===== src/rtl/mbf_pkg.sv =====
// Package for the MBF float convert/compare unit: operation codes, result
// layout and format constants. No dependencies.
package mbf_pkg;

  typedef enum logic [3:0] {
    OP_NEG      = 4'd0,
    OP_ABS      = 4'd1,
    OP_SIGN     = 4'd2,
    OP_COMPARE  = 4'd3,
    OP_FROM_I16 = 4'd4,
    OP_FROM_U16 = 4'd5,
    OP_FROM_I32 = 4'd6,
    OP_TO_I16   = 4'd7,
    OP_TO_I32   = 4'd8,
    OP_FLOOR    = 4'd9
  } op_t;

  localparam logic [7:0] EXP_BIAS = 8'd129;

  typedef struct packed {
    logic [31:0] float_result;
    logic [31:0] int_result;
    logic [1:0]  order_result;
    logic        overflow_flag;
  } result_t;

  // Position of the leading one (word nonzero).
  function automatic logic [4:0] lead_one(input logic [31:0] v);
    logic [4:0] p;
    p = 5'd0;
    for (int i = 0; i < 32; i++) begin
      if (v[i]) p = 5'(i);
    end
    return p;
  endfunction

endpackage


===== src/rtl/mbf_alu.sv =====
// Combinational datapath of the MBF unit: all ten operations and result select.
// Depends on mbf_pkg.
module mbf_alu (
  input  logic [3:0]       operation,
  input  logic [31:0]      operand_a,
  input  logic [31:0]      operand_b,
  input  logic [31:0]      int_operand,
  output mbf_pkg::result_t res
);

  logic [7:0]  ea, eb;
  logic        na;
  logic [23:0] ma, mb;
  logic [1:0]  sa, sb, cmp;

  assign ea = operand_a[31:24];
  assign eb = operand_b[31:24];
  assign na = operand_a[23];
  assign ma = {1'b1, operand_a[22:0]};
  assign mb = {1'b1, operand_b[22:0]};
  assign sa = (ea == 8'd0) ? 2'b00 : (na ? 2'b11 : 2'b01);
  assign sb = (eb == 8'd0) ? 2'b00 : (operand_b[23] ? 2'b11 : 2'b01);

  logic gt_mag;
  always_comb begin
    gt_mag = (ea != eb) ? (ea > eb) : (ma > mb);
    if (sa != sb) cmp = ($signed(sa) > $signed(sb)) ? 2'b01 : 2'b11;
    else if (sa == 2'b00) cmp = 2'b00;
    else if (ea == eb && ma == mb) cmp = 2'b00;
    else cmp = (gt_mag ^ (sa == 2'b11)) ? 2'b01 : 2'b11;
  end

  // integer to float
  logic        fneg;
  logic [31:0] fmag, fnorm;
  logic [4:0]  fp;
  logic [31:0] from_f;
  always_comb begin
    fneg = 1'b0;
    fmag = int_operand;
    case (operation)
      mbf_pkg::OP_FROM_I16: begin
        fneg = int_operand[15];
        fmag = {16'd0, int_operand[15] ? 16'(-int_operand[15:0]) : int_operand[15:0]};
      end
      mbf_pkg::OP_FROM_U16: fmag = {16'd0, int_operand[15:0]};
      default: begin
        fneg = int_operand[31];
        fmag = int_operand[31] ? 32'(-int_operand) : int_operand;
      end
    endcase
    fp = mbf_pkg::lead_one(fmag);
    fnorm = fmag << (5'd31 - fp);
    from_f = (fmag == 32'd0) ? 32'd0 :
             {8'(mbf_pkg::EXP_BIAS + 8'(fp)), fneg, fnorm[30:8]};
  end

  // float to integer
  logic [7:0]  sh;
  logic [62:0] wide;
  logic [31:0] mag, to16, to32;
  logic        ov16, ov32;
  always_comb begin
    sh   = ea - mbf_pkg::EXP_BIAS;
    wide = {39'd0, ma} << sh[4:0];
    mag  = wide[54:23];
    ov16 = (ea > 8'(mbf_pkg::EXP_BIAS + 8'd14));
    ov32 = (ea > 8'(mbf_pkg::EXP_BIAS + 8'd30));
    if (ea == 8'd0 || ea < mbf_pkg::EXP_BIAS) begin
      to16 = 32'd0; to32 = 32'd0;
    end else begin
      to32 = na ? 32'(-mag) : mag;
      to16 = {{16{to32[15]}}, to32[15:0]};
    end
    if (ov16) to16 = na ? 32'hFFFF8000 : 32'd32767;
    if (ov32) to32 = na ? 32'h80000000 : 32'h7FFFFFFF;
  end

  // floor
  logic [23:0] fmask, mtr;
  logic [24:0] msum;
  logic [31:0] floor_f;
  logic [7:0]  fe;
  always_comb begin
    fmask = 24'hFFFFFF >> (5'd1 + sh[4:0]);
    mtr = ma & ~fmask;
    msum = {1'b0, mtr};
    fe = ea;
    if (na && (ma & fmask) != 24'd0) msum = {1'b0, mtr} + {1'b0, fmask} + 25'd1;
    if (msum[24]) begin
      msum = msum >> 1;
      fe = ea + 8'd1;
    end
    if (ea == 8'd0) floor_f = 32'd0;
    else if (ea < mbf_pkg::EXP_BIAS) floor_f = na ? {mbf_pkg::EXP_BIAS, 1'b1, 23'd0} : 32'd0;
    else if (ea >= 8'(mbf_pkg::EXP_BIAS + 8'd24)) floor_f = operand_a;
    else if (fe == 8'd0) floor_f = 32'd0;
    else floor_f = {fe, na, msum[22:0]};
  end

  always_comb begin
    res = '0;
    case (operation)
      mbf_pkg::OP_NEG:      res.float_result = (ea == 8'd0) ? operand_a
                                               : (operand_a ^ 32'h00800000);
      mbf_pkg::OP_ABS:      res.float_result = operand_a & ~32'h00800000;
      mbf_pkg::OP_SIGN:     res.order_result = sa;
      mbf_pkg::OP_COMPARE:  res.order_result = cmp;
      mbf_pkg::OP_FROM_I16,
      mbf_pkg::OP_FROM_U16,
      mbf_pkg::OP_FROM_I32: res.float_result = from_f;
      mbf_pkg::OP_TO_I16: begin
        res.int_result = to16; res.overflow_flag = ov16;
      end
      mbf_pkg::OP_TO_I32: begin
        res.int_result = to32; res.overflow_flag = ov32;
      end
      mbf_pkg::OP_FLOOR:    res.float_result = floor_f;
      default: ;
    endcase
  end

endmodule


===== src/rtl/mbf_float_convert_compare_unit.sv =====
// Top level of the MBF float convert/compare unit: input register, datapath,
// output register. Depends on mbf_pkg and mbf_alu.
//
// One item per cycle while out_tready is high. The input register feeds the
// single-pass datapath and the result register; out_tvalid rises once the
// item has moved from the input register into the result register. The
// result register holds while out_tready is low; in_tready follows the
// state of both registers so the pipeline never drops or repeats a transfer.
module mbf_float_convert_compare_unit (
  input  logic         clk,
  input  logic         rst_n,
  input  logic         in_tvalid,
  output logic         in_tready,
  // operation[3:0], operand_a[35:4], operand_b[67:36], int_operand[99:68]
  input  logic [103:0] in_tdata,
  output logic         out_tvalid,
  input  logic         out_tready,
  // float_result[31:0], int_result[63:32], order_result[65:64],
  // overflow_flag[66]
  output logic [71:0]  out_tdata
);

  logic [103:0] in_data_r;
  logic         in_vld_r, out_vld_r;
  logic [66:0]  out_data_r;
  mbf_pkg::result_t res;
  logic         adv;

  assign adv       = !out_vld_r || out_tready;
  assign in_tready = !in_vld_r || adv;

  mbf_alu u_alu (
    .operation   (in_data_r[3:0]),
    .operand_a   (in_data_r[35:4]),
    .operand_b   (in_data_r[67:36]),
    .int_operand (in_data_r[99:68]),
    .res         (res)
  );

  always_ff @(posedge clk) begin
    if (!rst_n) begin
      in_vld_r  <= 1'b0;
      out_vld_r <= 1'b0;
    end else begin
      if (in_tready) in_vld_r <= in_tvalid;
      if (adv) out_vld_r <= in_vld_r;
    end
    if (in_tready && in_tvalid) in_data_r <= in_tdata;
    if (adv && in_vld_r) out_data_r <= {res.overflow_flag, res.order_result,
                                        res.int_result, res.float_result};
  end

  assign out_tvalid = out_vld_r;
  assign out_tdata  = {5'd0, out_data_r};

  a_hold: assert property (@(posedge clk) disable iff (!rst_n)
    out_tvalid && !out_tready |=> out_tvalid && $stable(out_tdata))
    else $error("result changed while stalled");
  a_fill: assert property (@(posedge clk) disable iff (!rst_n)
    in_vld_r && !adv |=> in_vld_r)
    else $error("input stage lost item");
  a_ready: assert property (@(posedge clk) disable iff (!rst_n)
    !in_vld_r |-> in_tready)
    else $error("empty stage not ready");

endmodule

===== config.mk =====
export PLATFORM = sky130hd
export DESIGN_NAME = mbf_float_convert_compare_unit
export DESIGN_NICKNAME = d
export VERILOG_FILES = /design/src/rtl/mbf_pkg.sv /design/src/rtl/mbf_alu.sv /design/src/rtl/mbf_float_convert_compare_unit.sv
export SDC_FILE = /design/constraint.sdc
export NUM_CORES = 1
export LEC_CHECK = 0
export BUFFER_PORTS_ARGS = -buffer_cell sky130_fd_sc_hd__buf_4
export CAP_MARGIN = 20
export CORE_MARGIN = 4
export CORE_UTILIZATION = 60
export CTS_BUF_LIST = sky130_fd_sc_hd__clkbuf_16
export DETAILED_ROUTE_END_ITERATION = 10
export PLACE_DENSITY = 0.88
export SYNTH_ARGS = -nofsm -noshare
export SYNTH_HDL_FRONTEND = slang
export SYNTH_SLANG_ARGS = --single-unit

===== constraint.sdc =====
create_clock -name clk -period 7.09 [get_ports clk]
set_input_delay 0.3545 -clock clk [delete_from_list [all_inputs] [get_ports clk]]
set_output_delay 0.3545 -clock clk [all_outputs]
set_load 0.1 [all_outputs]

==> flow_summary.yaml <==
floorplan:
  die_w_um: 165.1
  floorplan.initialDensity_pct: 60.86
  io_pins: 182
  core_area_um2: 24320
  std_cell_rows: 57
  die_area_um2: 27250
  die-height_um: 165.1
detailed_routing:
  drcViolationCount: 0
  detail_route.wirelength_mm: 52.09
  wire_length_per_cell_um: 24.32
  num_vias: 14990
  drt_iter0_drc: 2251
  detail-route-antenna-nets: 0
  detail_route.first_pass.iterations: 6
  post_drt_via_cell_ratio: 6.996
critical_path:
  crit_path_cell_trace: "inv_1, ha_1, ha_1, buf_4, a211oi_1, xnor2_2, buf_4, a31oi_1, nand2b_1, a31oi_1, a311o_1, and3_1, o21ai_1, a21oi_1, o211ai_1, o311a_1, nand4_1"
  startpoint: "in_data_r[28]"
  maximum_fanout_encountered_on_the_critical_timing_path: 21
  worstSetupEndpointType: "register"
  reg2reg_setup_slack_ns: 1.17
  crit_arrival_ns: 6.21
  crit_path_start_kind: "register"
  reg2reg_from: "in_data_r[28]"
  worstPathRequired_ns: 7.38
  reg2regPathDepth: 17
  worst_path_max_delay_cell: "sky130_fd_sc_hd__a21oi_1"
  critPathKind: "register to register"
  critPathMaxStageDelay_ns: 0.78
  timing.rr.end: "out_data_r[18]"
clocking:
  post_cts_buffers: 0
  clock_latency_ns: 0.46
  cts_tree: "done"
  clkSinkCount: 169
  hold_buffers: 0
  root_cell_of_the_clock_tree: "sky130_fd_sc_hd__clkbuf_16"
  path_clk_slew_ns: 0.10
  cts_inserted_buffers: 17
  max-clock-path-buffers: 2
  cells_resized_by_post_cts_repair: 0
  cts_max_level: 4
placement:
  hpwlAfterDp_mm: 39.51
  finalWeightedCongestion: 1.025
  placement.io_buffers: 172
  post_dp_cell_area_um2: 16380
hold_path:
  hold-path-endpoint: "in_data_r[86]"
  timing.hold.worst.start: "in_tdata[86]"
  worst_hold_path.num_cells: 1
  min-delay-path-class: "primary input to register"
timing:
  setup_repair_after_global_routing_missed_its_margin: "false"
  final_hold_viol_count: 0
  tns_ns: 0
  setup_viol: 0
  skew_ns: 0.02925
  timing.final.crit_period_ns: 5.919
  timing.final.max_slew_violations: 0
  holdWs_ns: 0.06422
  maxClockFrequency_mhz: 168.9
  slew_headroom_pct: 22.50
  max_slew.worst_pin.slew_ns: 1.147
  finalCritPeriodShare_pct: 83.48
logic_synthesis:
  synthesis.area_per_instance_um2: 8.832
  synth_cells: 1676
  yosysWarningCount: 0
  cell_area_after_technology_mapping_um2: 14800
  seq_area_frac_synth_pct: 34.15
  synth_edf_count: 167
  ys_seq_elements: 169
  most_used_dff_post_synth: "sky130_fd_sc_hd__edfxtp_1"
  postSynth.asyncResetShare_pct: 0
  synthDistinctLibCells: 93
power:
  pwr_density_cell_nw_per_um2: 206.9
  irDropWorstVdd_mv: 0.1435
  p_leak_uw: 0.006750
grt:
  grt_antenna_before_repair: 0
  grt-ovfl-total: 0
  gr-usage-met2_pct: 56.44
  grt_pass1_wl_mm: 78.06
  gr-usage-all-layers_pct: 37.15
  global_route.usage.met1_pct: 51.36
  first_global_vias: 13420
  grt.met3_usage_pct: 9.208
  global_route.peak_usage_layer: "met2"
  grt_max_degree: 75
final_layout:
  diodes: 0
  register_area_um2: 5055
  layout-drive-gt1-share_pct: 18.54
  num-fill-cells: 1865
  area_of_the_multi_input_gates_um2: 8980
  final_cell_mix: "sky130_fd_sc_hd__buf_4 (221), sky130_fd_sc_hd__edfxtp_1 (167), sky130_fd_sc_hd__nor2_1 (147)"
  areaGrowthSynthToFinish_pct: 14.84
  most_common_cell_after_layout_fill_and_taps_aside: "sky130_fd_sc_hd__buf_4"
  finish.instance_area_um2: 17000
  design.final.nets: 1959
job:
  cap_viol_max_count: 0
outcome:
  status: "finished clean"
## worst max-delay path, delay by kind of cell, from the launching register on
kind                     cells  cell delay, ns
buffers and inverters        3            0.86
flip-flops                   1            0.42
adder cells (fa/ha/maj)      2            0.65
AND/OR/NAND/NOR              3            0.59
AO/OA/AOI/OAI                8            2.92
XOR/XNOR                     1            0.29
## Yosys cell counts (27+ instances only)
master	n	share of area, %
sky130_fd_sc_hd__edfxtp_1	167	34
sky130_fd_sc_hd__nor2_1	147	3.7
sky130_fd_sc_hd__nand2_1	146	3.7
sky130_fd_sc_hd__o21ai_0	141	4.8
sky130_fd_sc_hd__mux2i_1	91	6.2
sky130_fd_sc_hd__a21oi_1	86	2.9
sky130_fd_sc_hd__clkbuf_1	72	1.8
sky130_fd_sc_hd__inv_1	70	1.8
sky130_fd_sc_hd__nor3_1	51	1.7
sky130_fd_sc_hd__ha_1	45	3.8
sky130_fd_sc_hd__nand3_1	43	1.5
sky130_fd_sc_hd__xnor2_1	28	1.7
sky130_fd_sc_hd__mux2_2	27	2.1
## metrics by stage
step / worst slack, ns / utilization, % / total power (µW) / instances
3_3_place_gp: 1.475 / 67.36 / 2481 / 2109
5_1_grt: 0.7978 / 69.90 / 3636 / 2142
3_5_place_dp: 1.405 / 67.36 / 2501 / 2109
2_1_floorplan: 1.394 / - / 2143 / 1680
4_1_cts: 1.353 / 69.87 / 3470 / 2141
6_report: 1.171 / 69.90 / 3516 / 2142
## metal layers
layer	up-vias	share of wire [%]
met5	-	0
met4	0	4.3
met3	184	13
met2	1118	44
met1	7043	39
li1	6640	-
## final cells by class
cell class	instances	share of cell area, %
Clock buffer	17	2.503
Clock inverter	15	1.089
Inverter	75	1.671
Multi-Input combinational cell	1320	52.83
Sequential cell	169	29.74
Tap cell	324	2.385
Timing Repair Buffer	222	9.790
## worst max path at each step
stage | endpoint | depth (start not counted) | slack, ns
after floorplan | out_data_r[22] | 21 | 1.39
after global placement | out_data_r[18] | 17 | 1.48
after detailed placement | out_data_r[18] | 17 | 1.40
after CTS | out_data_r[18] | 17 | 1.35
after global routing | out_data_r[20] | 21 | 0.80
final | out_data_r[18] | 17 | 1.17
## cells by family after synthesis
logic type / Yosys count / synth area share, %
DFF: 169 / 34.15
other: 1 / 0.02533
xor gates and xnor gates: 54 / 3.195
adders and majority gates: 46 / 3.939
AOI/OAI and AO/OA: 496 / 22.44
muxes: 139 / 11.37
buffers and inverters: 191 / 5.461
and+or+nand+nor: 580 / 19.42
## state kept, by name, indices dropped and copies added, names as in the netlist
name	count
out_tvalid	1
out_data_r	67
in_data_r	100
in_vld_r	1
## power by group
group	total, µW	internal, µW	leakage (µW)	switching, µW
sequential	1240	1170	0.00161	73.4
combinational	1280	431	0.00484	852
clock	990	483	0.000293	507
No activity file was read; power rests on OpenSTA's default activity.
